===== config.mk =====
export PLATFORM = sky130hd
export DESIGN_NAME = decimal_packet_average_ring
export DESIGN_NICKNAME = d
export VERILOG_FILES = /design/src/rtl/dpar_pkg.sv /design/src/rtl/dpar_front.sv /design/src/rtl/dpar_queue.sv /design/src/rtl/dpar_back.sv /design/src/rtl/decimal_packet_average_ring.sv
export SDC_FILE = /design/constraint.sdc
export NUM_CORES = 1
export LEC_CHECK = 0
export BUFFER_PORTS_ARGS = -buffer_cell sky130_fd_sc_hd__buf_2
export CORE_UTILIZATION = 45
export DETAILED_ROUTE_END_ITERATION = 16
export GPL_TIMING_DRIVEN = 0
export PLACE_DENSITY = 0.62
export SYNTH_ARGS = -nofsm -noshare
export SYNTH_HDL_FRONTEND = slang
export SYNTH_SLANG_ARGS = --single-unit

===== constraint.sdc =====
create_clock -name i_clk -period 7.3 [get_ports i_clk]
set_input_delay 0.365 -clock i_clk [delete_from_list [all_inputs] [get_ports i_clk]]
set_output_delay 0.365 -clock i_clk [all_outputs]
set_load 0.005 [all_outputs]

===== src/rtl/dpar_pkg.sv =====
// ----------------------------------------------------------------------------
// dpar_pkg
// shared widths, codes and the job type passed from the parser to the divider
// ----------------------------------------------------------------------------
package dpar_pkg;

    localparam int CHAR_W      = 8;
    localparam int VALUE_W     = 31;
    localparam int DIGIT_W     = 4;
    localparam int MAX_DIGITS  = 10;
    localparam int MAX_NUMBERS = 256;
    localparam int COUNT_W     = $clog2(MAX_NUMBERS + 1);
    localparam int SUM_W       = 39;
    localparam int FRAC_W      = 8;
    localparam int AVG_W       = 39;
    localparam int STATUS_W    = 2;
    localparam int SLOT_W      = 3;
    localparam int RING_DEPTH  = 5;
    localparam int QUEUE_DEPTH = 2;
    localparam int QPTR_W      = $clog2(QUEUE_DEPTH);
    localparam int QCNT_W      = $clog2(QUEUE_DEPTH + 1);
    localparam int DIV_BITS    = SUM_W + FRAC_W;
    localparam int STEP_W      = $clog2(DIV_BITS);
    localparam int OUT_TDATA_W = 48;

    localparam logic [VALUE_W-1:0] VALUE_MAX = {VALUE_W{1'b1}};
    localparam logic [CHAR_W-1:0]  CHAR_ZERO = 8'h30;
    localparam logic [CHAR_W-1:0]  CHAR_NINE = 8'h39;

    localparam logic [STATUS_W-1:0] STATUS_OK       = 2'd0;
    localparam logic [STATUS_W-1:0] STATUS_EMPTY    = 2'd1;
    localparam logic [STATUS_W-1:0] STATUS_OVERFLOW = 2'd2;

    // one finished packet, as handed to the back end
    typedef struct packed {
        logic [SUM_W-1:0]   sum;
        logic [COUNT_W-1:0] count;
        logic               overflow;
    } t_job;

    typedef enum logic [1:0] {
        ST_IDLE,
        ST_DIVIDE,
        ST_FINISH
    } t_back_state;

endpackage


===== src/rtl/dpar_front.sv =====
// ----------------------------------------------------------------------------
// dpar_front
// byte parser: builds decimal numbers, sums and counts them per packet
// ----------------------------------------------------------------------------
module dpar_front (
    input  logic                         i_clk,
    input  logic                         i_rst_n,
    input  logic                         i_valid,
    output logic                         o_ready,
    input  logic [dpar_pkg::CHAR_W-1:0]  i_char,
    input  logic                         i_last,
    output logic                         o_job_valid,
    input  logic                         i_job_ready,
    output dpar_pkg::t_job               o_job
);

    logic [dpar_pkg::VALUE_W-1:0] r_value, n_value;
    logic [dpar_pkg::DIGIT_W-1:0] r_digits, n_digits;
    logic [dpar_pkg::SUM_W-1:0]   r_sum, n_sum;
    logic [dpar_pkg::COUNT_W-1:0] r_count, n_count;
    logic                         r_ovf, n_ovf;

    logic                         w_digit;
    logic [dpar_pkg::VALUE_W+3:0] w_scaled;
    logic [dpar_pkg::VALUE_W-1:0] w_value_upd;
    logic [dpar_pkg::VALUE_W-1:0] w_close_value;
    logic                         w_close;
    logic                         w_room;
    logic                         w_accept;

    assign o_ready  = i_job_ready;
    assign w_accept = i_valid && i_job_ready;

    assign w_digit  = (i_char >= dpar_pkg::CHAR_ZERO) && (i_char <= dpar_pkg::CHAR_NINE);
    // value * 10 + digit as shift-add
    assign w_scaled = ({4'b0, r_value} << 3) + ({4'b0, r_value} << 1)
                    + {{(dpar_pkg::VALUE_W){1'b0}}, i_char[3:0]};
    assign w_value_upd = (w_scaled > {4'b0, dpar_pkg::VALUE_MAX})
                       ? dpar_pkg::VALUE_MAX : w_scaled[dpar_pkg::VALUE_W-1:0];

    // a digit closes its number only on the last byte; a separator closes any open one
    assign w_close_value = w_digit ? w_value_upd : r_value;
    assign w_close       = w_digit ? i_last : (r_digits != '0);
    assign w_room        = r_count < dpar_pkg::COUNT_W'(dpar_pkg::MAX_NUMBERS);

    always_comb begin
        n_sum   = r_sum;
        n_count = r_count;
        n_ovf   = r_ovf;
        if (w_close && w_room) begin
            n_sum   = r_sum + {{(dpar_pkg::SUM_W-dpar_pkg::VALUE_W){1'b0}}, w_close_value};
            n_count = r_count + 1'b1;
        end else if (w_close) begin
            n_ovf = 1'b1;
        end
        if (w_digit) begin
            n_value  = w_value_upd;
            n_digits = (r_digits < dpar_pkg::DIGIT_W'(dpar_pkg::MAX_DIGITS))
                     ? r_digits + 1'b1 : r_digits;
        end else begin
            n_value  = '0;
            n_digits = '0;
        end
    end

    assign o_job_valid    = i_valid && i_last;
    assign o_job.sum      = n_sum;
    assign o_job.count    = n_count;
    assign o_job.overflow = n_ovf;

    always_ff @(posedge i_clk) begin
        if (!i_rst_n) begin
            r_value  <= '0;
            r_digits <= '0;
            r_sum    <= '0;
            r_count  <= '0;
            r_ovf    <= 1'b0;
        end else if (w_accept) begin
            if (i_last) begin
                r_value  <= '0;
                r_digits <= '0;
                r_sum    <= '0;
                r_count  <= '0;
                r_ovf    <= 1'b0;
            end else begin
                r_value  <= n_value;
                r_digits <= n_digits;
                r_sum    <= n_sum;
                r_count  <= n_count;
                r_ovf    <= n_ovf;
            end
        end
    end

endmodule


===== src/rtl/dpar_queue.sv =====
// ----------------------------------------------------------------------------
// dpar_queue
// short job queue between the parser and the divider
// ----------------------------------------------------------------------------
module dpar_queue (
    input  logic           i_clk,
    input  logic           i_rst_n,
    input  logic           i_push,
    output logic           o_not_full,
    input  dpar_pkg::t_job i_job,
    input  logic           i_pop,
    output logic           o_not_empty,
    output dpar_pkg::t_job o_job
);

    dpar_pkg::t_job r_mem [dpar_pkg::QUEUE_DEPTH];
    logic [dpar_pkg::QPTR_W-1:0] r_wptr;
    logic [dpar_pkg::QPTR_W-1:0] r_rptr;
    logic [dpar_pkg::QCNT_W-1:0] r_cnt;
    logic                        w_push;
    logic                        w_pop;

    assign o_not_full  = r_cnt != dpar_pkg::QCNT_W'(dpar_pkg::QUEUE_DEPTH);
    assign o_not_empty = r_cnt != '0;
    assign w_push      = i_push && o_not_full;
    assign w_pop       = i_pop && o_not_empty;
    assign o_job       = r_mem[r_rptr];

    always_ff @(posedge i_clk) begin
        if (w_push) begin
            r_mem[r_wptr] <= i_job;
        end
    end

    always_ff @(posedge i_clk) begin
        if (!i_rst_n) begin
            r_wptr <= '0;
            r_rptr <= '0;
            r_cnt  <= '0;
        end else begin
            if (w_push) begin
                r_wptr <= (r_wptr == dpar_pkg::QPTR_W'(dpar_pkg::QUEUE_DEPTH - 1))
                        ? '0 : r_wptr + 1'b1;
            end
            if (w_pop) begin
                r_rptr <= (r_rptr == dpar_pkg::QPTR_W'(dpar_pkg::QUEUE_DEPTH - 1))
                        ? '0 : r_rptr + 1'b1;
            end
            if (w_push && !w_pop) begin
                r_cnt <= r_cnt + 1'b1;
            end else if (w_pop && !w_push) begin
                r_cnt <= r_cnt - 1'b1;
            end
        end
    end

endmodule


===== src/rtl/dpar_back.sv =====
// ----------------------------------------------------------------------------
// dpar_back
// bit-serial divider, average ring and result register
// ----------------------------------------------------------------------------
module dpar_back (
    input  logic                             i_clk,
    input  logic                             i_rst_n,
    input  logic                             i_job_valid,
    output logic                             o_job_pop,
    input  dpar_pkg::t_job                   i_job,
    output logic                             o_out_valid,
    input  logic                             i_out_ready,
    output logic [dpar_pkg::OUT_TDATA_W-1:0] o_out_data
);

    dpar_pkg::t_back_state r_state, n_state;

    logic [dpar_pkg::DIV_BITS-1:0] r_quo;
    logic [dpar_pkg::COUNT_W-1:0]  r_rem;
    logic [dpar_pkg::COUNT_W-1:0]  r_divisor;
    logic                          r_ovf;
    logic [dpar_pkg::STEP_W-1:0]   r_step;

    logic [dpar_pkg::AVG_W-1:0]    r_ring [dpar_pkg::RING_DEPTH];
    logic [dpar_pkg::SLOT_W-1:0]   r_oldest;
    logic [dpar_pkg::SLOT_W-1:0]   r_fill;

    logic                             r_out_valid;
    logic [dpar_pkg::OUT_TDATA_W-1:0] r_out_data;

    logic                          w_load;
    logic                          w_shift;
    logic                          w_commit;
    logic [dpar_pkg::COUNT_W:0]    w_trial;
    logic                          w_ge;
    logic                          w_empty;
    logic                          w_out_free;
    logic [dpar_pkg::SLOT_W-1:0]   w_slot;
    logic [dpar_pkg::SLOT_W-1:0]   w_fill_after;
    logic [dpar_pkg::AVG_W-1:0]    w_avg;
    logic [dpar_pkg::STATUS_W-1:0] w_status;

    assign w_out_free = !r_out_valid || i_out_ready;
    assign w_empty    = r_divisor == '0;

    // next state
    always_comb begin
        n_state = r_state;
        unique case (r_state)
            dpar_pkg::ST_IDLE: begin
                if (i_job_valid) begin
                    n_state = (i_job.count == '0) ? dpar_pkg::ST_FINISH : dpar_pkg::ST_DIVIDE;
                end
            end
            dpar_pkg::ST_DIVIDE: begin
                if (r_step == '0) begin
                    n_state = dpar_pkg::ST_FINISH;
                end
            end
            dpar_pkg::ST_FINISH: begin
                if (w_out_free) begin
                    n_state = dpar_pkg::ST_IDLE;
                end
            end
            default: n_state = dpar_pkg::ST_IDLE;
        endcase
    end

    // state outputs
    always_comb begin
        w_load   = 1'b0;
        w_shift  = 1'b0;
        w_commit = 1'b0;
        unique case (r_state)
            dpar_pkg::ST_IDLE:   w_load   = i_job_valid;
            dpar_pkg::ST_DIVIDE: w_shift  = 1'b1;
            dpar_pkg::ST_FINISH: w_commit = w_out_free;
            default: ;
        endcase
    end

    assign o_job_pop = w_load;

    // restoring division, one quotient bit per cycle
    assign w_trial = {r_rem, r_quo[dpar_pkg::DIV_BITS-1]};
    assign w_ge    = w_trial >= {1'b0, r_divisor};

    always_ff @(posedge i_clk) begin
        if (w_load) begin
            r_quo     <= {i_job.sum, {dpar_pkg::FRAC_W{1'b0}}};
            r_rem     <= '0;
            r_divisor <= i_job.count;
            r_ovf     <= i_job.overflow;
            r_step    <= dpar_pkg::STEP_W'(dpar_pkg::DIV_BITS - 1);
        end else if (w_shift) begin
            r_quo  <= {r_quo[dpar_pkg::DIV_BITS-2:0], w_ge};
            r_rem  <= w_ge ? dpar_pkg::COUNT_W'(w_trial - {1'b0, r_divisor})
                           : w_trial[dpar_pkg::COUNT_W-1:0];
            r_step <= r_step - 1'b1;
        end
    end

    // slot choice: fill in order, then overwrite the oldest
    always_comb begin
        w_slot       = '0;
        w_fill_after = r_fill;
        w_avg        = '0;
        w_status     = dpar_pkg::STATUS_EMPTY;
        if (!w_empty) begin
            w_avg    = r_quo[dpar_pkg::AVG_W-1:0];
            w_status = r_ovf ? dpar_pkg::STATUS_OVERFLOW : dpar_pkg::STATUS_OK;
            if (r_fill < dpar_pkg::SLOT_W'(dpar_pkg::RING_DEPTH)) begin
                w_slot       = r_fill;
                w_fill_after = r_fill + 1'b1;
            end else begin
                w_slot = r_oldest;
            end
        end
    end

    always_ff @(posedge i_clk) begin
        if (w_commit && !w_empty) begin
            r_ring[w_slot] <= w_avg;
        end
    end

    always_ff @(posedge i_clk) begin
        if (!i_rst_n) begin
            r_state  <= dpar_pkg::ST_IDLE;
            r_oldest <= '0;
            r_fill   <= '0;
        end else begin
            r_state <= n_state;
            if (w_commit && !w_empty) begin
                r_fill <= w_fill_after;
                if (r_fill == dpar_pkg::SLOT_W'(dpar_pkg::RING_DEPTH)) begin
                    r_oldest <= (r_oldest == dpar_pkg::SLOT_W'(dpar_pkg::RING_DEPTH - 1))
                              ? '0 : r_oldest + 1'b1;
                end
            end
        end
    end

    // result register
    always_ff @(posedge i_clk) begin
        if (!i_rst_n) begin
            r_out_valid <= 1'b0;
        end else if (w_commit) begin
            r_out_valid <= 1'b1;
        end else if (i_out_ready) begin
            r_out_valid <= 1'b0;
        end
    end

    always_ff @(posedge i_clk) begin
        if (w_commit) begin
            r_out_data <= {1'b0, w_fill_after, w_slot, w_status, w_avg};
        end
    end

    assign o_out_valid = r_out_valid;
    assign o_out_data  = r_out_data;

`ifndef SYNTHESIS
    a_commit_room: assert property (@(posedge i_clk) disable iff (!i_rst_n)
        w_commit |-> (!r_out_valid || i_out_ready))
        else $error("result committed over an untaken result");

    a_fill_range: assert property (@(posedge i_clk) disable iff (!i_rst_n)
        r_fill <= dpar_pkg::SLOT_W'(dpar_pkg::RING_DEPTH))
        else $error("ring fill beyond depth");

    a_oldest_idle: assert property (@(posedge i_clk) disable iff (!i_rst_n)
        (r_fill < dpar_pkg::SLOT_W'(dpar_pkg::RING_DEPTH)) |-> (r_oldest == '0))
        else $error("oldest pointer moved before ring full");

    a_divide_nonzero: assert property (@(posedge i_clk) disable iff (!i_rst_n)
        (r_state == dpar_pkg::ST_DIVIDE) |-> (r_divisor != '0))
        else $error("division started with a zero count");

    a_load_idle: assert property (@(posedge i_clk) disable iff (!i_rst_n)
        w_load |=> (r_state != dpar_pkg::ST_IDLE))
        else $error("job popped without leaving idle");
`endif

endmodule


===== src/rtl/decimal_packet_average_ring.sv =====
// ----------------------------------------------------------------------------
// decimal_packet_average_ring
// decimal number averaging over text packets, with a ring of recent averages
// ----------------------------------------------------------------------------
// usage:
//   s_axis carries one text byte per request, tlast on the final byte of a
//   packet. runs of ascii digits form numbers (saturating at 2^31-1), any
//   other byte separates them. m_axis carries one result per packet.
// flow:
//   the parser takes one byte per cycle. on tlast the packet sum and count
//   go into a two-entry job queue; the back end loads a job, divides sum*256
//   by count one quotient bit per cycle, then commits the result once the
//   output register is free (a packet with no numbers skips the divide).
//   the parser keeps running while the back end divides; it stalls only
//   when both queue entries are taken.
// reset:
//   synchronous active low; clears the parser, the queue, the divider state
//   and the ring pointers. ring contents are left as they were.
// stalls:
//   the result sits in an output register until m_axis_tready; the divider
//   may finish the next packet meanwhile and then holds it until the
//   register frees, and the queue then backs up into s_axis_tready.
// ----------------------------------------------------------------------------
module decimal_packet_average_ring (
    input  logic                             i_clk,
    input  logic                             i_rst_n,
    input  logic                             s_axis_tvalid,
    output logic                             s_axis_tready,
    // [7:0] char_byte
    input  logic [7:0]                       s_axis_tdata,
    // last_byte
    input  logic                             s_axis_tlast,
    output logic                             m_axis_tvalid,
    input  logic                             m_axis_tready,
    // [38:0] average_fixed, [40:39] status_code, [43:41] slot_written,
    // [46:44] stored_total, [47] zero
    output logic [dpar_pkg::OUT_TDATA_W-1:0] m_axis_tdata
);

    // parser to queue
    logic           w_push;
    logic           w_not_full;
    dpar_pkg::t_job w_push_job;

    // queue to divider
    logic           w_pop;
    logic           w_not_empty;
    dpar_pkg::t_job w_pop_job;

    // front end: number parsing and per-packet accumulation
    dpar_front u_front (
        .i_clk       (i_clk),
        .i_rst_n     (i_rst_n),
        .i_valid     (s_axis_tvalid),
        .o_ready     (s_axis_tready),
        .i_char      (s_axis_tdata),
        .i_last      (s_axis_tlast),
        .o_job_valid (w_push),
        .i_job_ready (w_not_full),
        .o_job       (w_push_job)
    );

    // finished packets waiting for the divider
    dpar_queue u_queue (
        .i_clk       (i_clk),
        .i_rst_n     (i_rst_n),
        .i_push      (w_push),
        .o_not_full  (w_not_full),
        .i_job       (w_push_job),
        .i_pop       (w_pop),
        .o_not_empty (w_not_empty),
        .o_job       (w_pop_job)
    );

    // back end: divide, store in ring, present result
    dpar_back u_back (
        .i_clk       (i_clk),
        .i_rst_n     (i_rst_n),
        .i_job_valid (w_not_empty),
        .o_job_pop   (w_pop),
        .i_job       (w_pop_job),
        .o_out_valid (m_axis_tvalid),
        .i_out_ready (m_axis_tready),
        .o_out_data  (m_axis_tdata)
    );

endmodule


; Word-level counts from Yosys, hierarchy flattened
; Memories as Yosys holds them, arrays and structs flattened. A register that Yosys moved wholly into a read port is not among the register bits.
; Cells that the tools add are included.
[word_totals]
register_bits = 216
mem_bits_rw = 98
out_inout_bits = 50
memories = 1
[classes]
addsub = 13
magnitude_cmp = 7
eq_ne = 9
muxes = 41
n_reduce_logical = 26
[memory_table]
columns = memory, words, word_bits, read_ports, rd_ports_with_merged_regs, wr, line_no
row1 = u_queue.r_mem, 2, 49, 1, 1, 1, dpar_queue.sv:16  ; dpar_pkg::t_job r_mem [dpar_pkg::QUEUE_DEPTH];
[op_table]
columns = op, count
row1 = $mux W31, 4
row2 = $mux W47, 2
row3 = $mux W39, 2
row4 = $add A39 B31 Y39, 1
row5 = $add A34 B32 Y35, 1
row6 = $add A35 B4 Y35, 1
row7 = $gt A35 B31 Y1 const B, 1
row8 = $mux W9, 3
row9 = $logic_not A9 Y1, 2
row10 = $mux W1, 15
row11 = $mux W2, 7
row12 = $mux W3, 4
row13 = $mux W4, 3
row14 = $ge A10 B9 Y1, 1
row15 = $add A9 B1 Y9 const B, 1
row16 = $logic_and A1 B1 Y1, 9
row17 = $lt A9 B9 Y1 const B, 1
row18 = $sub A9 B9 Y9, 1
row19 = $ge A8 B6 Y1 const B, 1
row20 = $le A8 B6 Y1 const B, 1
row21 = $reduce_bool A2 Y1, 4
row22 = $add A3 B1 Y3 const B, 2
row23 = $eq A3 B3 Y1 const B, 2
row24 = $logic_not A6 Y1, 1
row25 = 19 further kinds, 26

; Depth between registers and ports, before layout
[depth]
depth_word = 8
ltp_mapped = 25

; By module
; From an unflattened synthesis, not the netlist that was laid out.
[hier_totals]
cells_unflattened = 1681
area_unflattened_um2 = 17279.1
[modules_own_cells]
columns = module, n_inst, cells_per_inst, area_per_inst_um2, seq_area_each_um2
row1 = dpar_front, 1, 1097, 8154.1, 1681.6
row2 = dpar_back, 1, 408, 5353.9, 3523.4
row3 = dpar_queue, 1, 176, 3771.1, 3042.9

; Worst setup path before layout
; No wires, ideal clock.
[synth_timing]
path_type = input to register
start = in s_axis_tdata[3]
end = mem u_queue.r_mem[0][32] (netlist name) (data pin)
arrival_ns = 5.436
required_ns = 7.038
slack_ns = 1.602
path_stages = 25
path_buffers = 1
path_cell_list = inv_1 fa_1 inv_1 ha_1 a211oi_1 o21ai_0 nand3_1 nand3_1 nor4b_2 and3_1 o221a_1 nand3_1 buf_2 o22a_1 ha_1 fa_1 a21o_1 a31oi_1 nor3b_1 a21bo_2 a21boi_1 o21ai_0 a31oi_1 xnor2_1 mux2_2
[synth_between]
elab_chain_len = 6
word_cells_on_any_way = 11
[synth_lines]
columns = element, line_no
row1 = start: declaration, decimal_packet_average_ring.sv:30  ; input logic [7:0] s_axis_tdata,
row2 = $add A35 B4 Y35, dpar_front.sv:37  ; + {{(dpar_pkg::VALUE_W){1'b0}}, i_char[3:0]};
row3 = $gt A35 B31 Y1, dpar_front.sv:38  ; assign w_value_upd = (w_scaled > {4'b0, dpar_pkg::VALUE_MAX})
row4 = $mux W31, dpar_front.sv:39  ; ? dpar_pkg::VALUE_MAX : w_scaled[dpar_pkg::VALUE_W-1:0];
row5 = $mux W31, dpar_front.sv:42  ; assign w_close_value = w_digit ? w_value_upd : r_value;
row6 = $add A39 B31 Y39, dpar_front.sv:51  ; n_sum = r_sum + {{(dpar_pkg::SUM_W-dpar_pkg::VALUE_W){1'b0}}, w_close_value};
row7 = $mux W39 (*), dpar_front.sv:50  ; if (w_close && w_room) begin
row8 = via u_front.n_sum (one bit), dpar_front.sv:19  ; logic [dpar_pkg::SUM_W-1:0] r_sum, n_sum;
row9 = end: declaration, dpar_queue.sv:16
; Mark *: on every way through the listed nets, which the timed path passes. The rest lies on a longest branch.

; Worst setup path in the final report
[layout_timing]
start = reg u_front.r_value[0] (netlist name)
end = mem u_queue.r_mem[1][42] (netlist name) (data pin)
[layout_between]
elab_chain_len = 7
[layout_lines]
columns = element, line_no
row1 = start: declaration, dpar_front.sv:17  ; logic [dpar_pkg::VALUE_W-1:0] r_value, n_value;
row2 = start signal: assignment, dpar_front.sv:86  ; r_value <= n_value;
row3 = $add A34 B32 Y35, dpar_front.sv:36  ; assign w_scaled = ({4'b0, r_value} << 3) + ({4'b0, r_value} << 1)
row4 = $add A35 B4 Y35, dpar_front.sv:37
row5 = $gt A35 B31 Y1, dpar_front.sv:38
row6 = $mux W31, dpar_front.sv:39
row7 = $mux W31 (*), dpar_front.sv:42
row8 = $add A39 B31 Y39 (*), dpar_front.sv:51
row9 = $mux W39 (*), dpar_front.sv:50
row10 = via u_front.n_sum (one bit), dpar_front.sv:19
; Marks and branches as above.

==> metrics.md <==
| Metric | Value |
|---|---|
| Status | complete, no violations |
| Pin count of the biggest net entering global routing | 41 |
| Initial antenna violation count | 1 |
| Core Region | 0.0368 mm2 |
| Maximum root-to-sink buffer count | 3 |
| Synth top area cells | edfxtp_1, dfxtp_1, ha_1 |
| Vias in the first global route | 12127 |
| Total congestion overflow | 0 |
| Gate Count Post-Synth | 1626 |
| Most numerous cell in the Yosys netlist | nand2_1 |
| Min Hold Slack | 0.140 ns |
| Setup tns final | 0 ns |
| WP buf/inv | 2 |
| Sw Share | 28.0% |
| Critical Path Max Stage Delay | 0.52 ns |
| Setup slack after layout | 0.446 ns |
| FF+latch count, synth | approximately 320 |
| Hold Crit Class | input pin to flip-flop |
| Critical path data required time | between 7 and 8 ns |
| Die Width | roughly 200 um |
| Post-synth top cells | nand2_1, edfxtp_1, dfxtp_1 |
| Via count | 12292 |
| Crit path kind | flip-flop to flip-flop |
| Sequential area share after synthesis | 48.8% |
| Hold endpoint | u_front.r_value[0] |
| Final setup violation count | 0 |
| Period utilization | between 90% and 100% |
| Worst reg2reg endpoint | u_queue.r_mem[1][42] |
| Worst skew pair latency | 0.52 ns |
| H-tree Lvls | 2 |
| Post-Syn Nets | 1754 |
| Fraction of layout cells with a size suffix above 1 | 9.02% |
| CTS tree | done |
| Detailed-route DRC error count | 0 |
| RSZ-0062 raised after global routing | false |
| First-pass GRT wire length | 62.8 mm |
| Ys async rst share | 0% |
| Switching power summed over all nets | 1410 uW |
| Layout net count | roughly 1900 |
| Number of diodes | 0 |
| Total GRT Usage | 20.2% |
| Clock slew at reported path FFs | 0.06 ns |
| CP top delay family | compound AO/OA/AOI/OAI gates |
| Top cell type by total area after synthesis | edfxtp_1 |
| Initial DRC count | 576 |
| Total Wirelength | 38.2 mm |
| Flop2flop setup slack | 0.45 ns |
| Comb power frac | approximately a fifth |
| Area share of the largest cell type after synthesis | between 30% and 40% |
| Top cell by count, worst path | fa_1 |
| Worst Setup End Kind | flip-flop |
| HP Start | s_axis_tdata[0] |
| Pins Over Slew Limit | 0 |
| Ys Warns | 0 |
| Worst path cell trace | inv_1 -> fa_1 -> fa_1 -> nor2b_1 -> o31a_1 -> o21a_1 -> o211ai_1 -> o31ai_2 -> a211oi_2 -> xor2_1 -> nand3_1 -> buf_2 -> o22a_1 -> ha_1 -> fa_1 -> a21o_1 -> a31oi_1 -> nor2_1 -> a221oi_2 -> o22ai_1 -> o21ai_1 -> a21oi_1 -> nand2_1 -> xnor2_1 |
| Slew @ Worst Pin | between 0.8 and 0.9 ns |
| Int Pwr | about 3600 uW |
| Clock power share | 33.6% |
| IO buf count | 60 |
| Slowest cell on crit path | o31ai_2 |
| Hold Path Depth | 2 |
| Starting Density | 45.9% |
| Area grow syn2layout | 12.5% |
| Dpl cell area | ~0.018 mm2 |
| Wire per inst | 17.2 um |
| Pwr Total | 5030 uW |
| Worst r2r path cells | 24 |
| Max Cap Violations | 0 |
| Crit-path max FO | 10 |
| Hold Vio Cnt, Final | 0 |
| GP Congestion | 0.851 |
| Slew HR | 40.0% |
| Die H | 196 um |
| Period minus WS final | 6.85 ns |
| PwrDens | 265 mW/mm2 |
| DRT antenna net count | 0 |
| I/O pins | 63 |
| WP data arrival | 7.10 ns |
| Fillers | 3308 |
| Sink Count | roughly 320 |
| Mean Syn Cell Area | 10.4 um2 |
| DR vias/cell | 5.54 |
| Final Cell Area | 0.0190 mm2 |
| TritonCTS buffer count | 35 |
| Worst Setup Start Kind | flip-flop |
| Yosys cell types | 71 |
| Max IR drop VDD | roughly 0.18 mV |
| Clock root buffer | clkbuf_16 |
| Drt first pass iters | 5 |
| EDFF count, synth | 194 |
| Post-DP HPWL | between 20 and 30 mm |
| Place WS | -0.0909 ns |
| RR Startpoint | u_front.r_value[0] |
| Setup Skew | 0.0296 ns |
| Post-synth top flop | edfxtp_1 |
| Leakage | 0.00751 uW |
| Register share of total power | a little under half |
| Achievable Freq | 146 MHz |
| Mapped cell area | 0.0169 mm2 |
| DIE AREA | ~0.038 mm2 |
| # rows | 70 |
[routing by layer]
metal	global-route usage, %	up-vias	part of all wire (%)
li1	-	6199	-
met1	27.9	5829	49
met3	2.77	51	3.7
met4	5.18	0	2.1
met5	0	-	0
met2	33.5	213	45
[registers in the layout, summed over array words and instances (netlist names), 9 cells and up, named ones only]
signal and count:
u_queue.r_mem 98, u_back.o_out_data 47, u_back.r_quo 47, u_front.r_sum 39, u_front.r_value 31, u_back.r_divisor 9
u_back.r_rem 9, u_front.r_count 9
[through the flow]
stage | instances | utilization (%)
2_1_floorplan | 1626 | -
3_3_place_gp | 2154 | 48.3
3_5_place_dp | 2157 | 48.6
4_1_cts | 2219 | 51.6
5_1_grt | 2220 | 51.7
6_report | 2220 | 51.7
[cell usage in the layout (no fill, tap or decap), types with 8 or more instances in the layout]
cell type    n
and2_1      56
nand2_1    198
edfxtp_1   194
dfxtp_1    121
o22a_1      31
o21a_1      10
a21boi_0     8
clkbuf_16   36
a22o_1      16
a21o_1      31
a211oi_1    11
nor2_1      72
xor2_1      28
nor3_1      12
buf_2       69
nand4_1     15
a22oi_1     25
xnor2_1     53
clkbuf_1    75
a31oi_1     13
mux2i_1     47
nand3_1     24
nand2b_1    15
a21oi_1     81
o211ai_1     9
a221o_1     32
o21ai_0    115
mux2_2      14
o21bai_1     8
and3_1      11
inv_1       44
ha_1       111
o31ai_1      8
nor2b_1     43
[logic make-up (layout without fill, tap and decap cells)]
family / count (synthesis) / after routing / share of synthesized area, %
AO/OA/AOI/OAI: 446 / 446 / 18.0
XOR/XNOR: 81 / 81 / 4.20
adder cells (fa/ha/maj): 115 / 115 / 8.69
buffers and inverters: 128 / 254 / 2.93
flip-flops: 315 / 315 / 48.8
multiplexers: 61 / 61 / 3.72
other: 1 / 1 / 0.0222
AND/OR/NAND/NOR: 479 / 479 / 13.6
[worst max-delay path by stage]
stage	slack, ns	from	depth (start not counted)	end
after detailed placement	-0.09	s_axis_tdata[3]	25	u_queue.r_mem[1][42]
after floorplan	1.60	s_axis_tdata[3]	25	u_queue.r_mem[0][32]
after global routing	0.01	u_front.r_value[2]	24	u_queue.r_mem[0][37]
final	0.45	u_front.r_value[0]	24	u_queue.r_mem[1][42]
after global placement	-0.06	s_axis_tdata[3]	25	u_queue.r_mem[1][42]
after CTS	0.15	u_front.r_value[0]	25	u_queue.r_mem[1][42]
[final cells by class]
type	instances	area (um2)	share of cell area, %
plain buffers	83	327	1.72
repair buffers	64	383	2.01
flip-flops and latches	315	8250	43.4
multi-input cells	1183	8190	43.1
inverters	45	169	0.889
clock buffers	47	956	5.03
clock inverters	15	144	0.757
well taps	468	586	3.08
[power by group through the flow]
| stage | clock network (uW) | logic, uW | registers (uW) |
|---|---|---|---|
| detailed placement | 0 | 966 | 2420 |
| floorplan | 0 | 693 | 2380 |
| global route | 1800 | 1080 | 2410 |
| global placement | 0 | 931 | 2420 |
| finish | 1690 | 959 | 2380 |
| CTS | 1720 | 971 | 2380 |
[timing repair]
item / CTS / global route
endpoints found under the setup margin: 8 / 22
hold buffers: 0 / 0
gates resized for setup: 1 / 3
buffers inserted: 0 / 1
pin swaps: 0 / 1
Power figures use the tool's default switching activity.
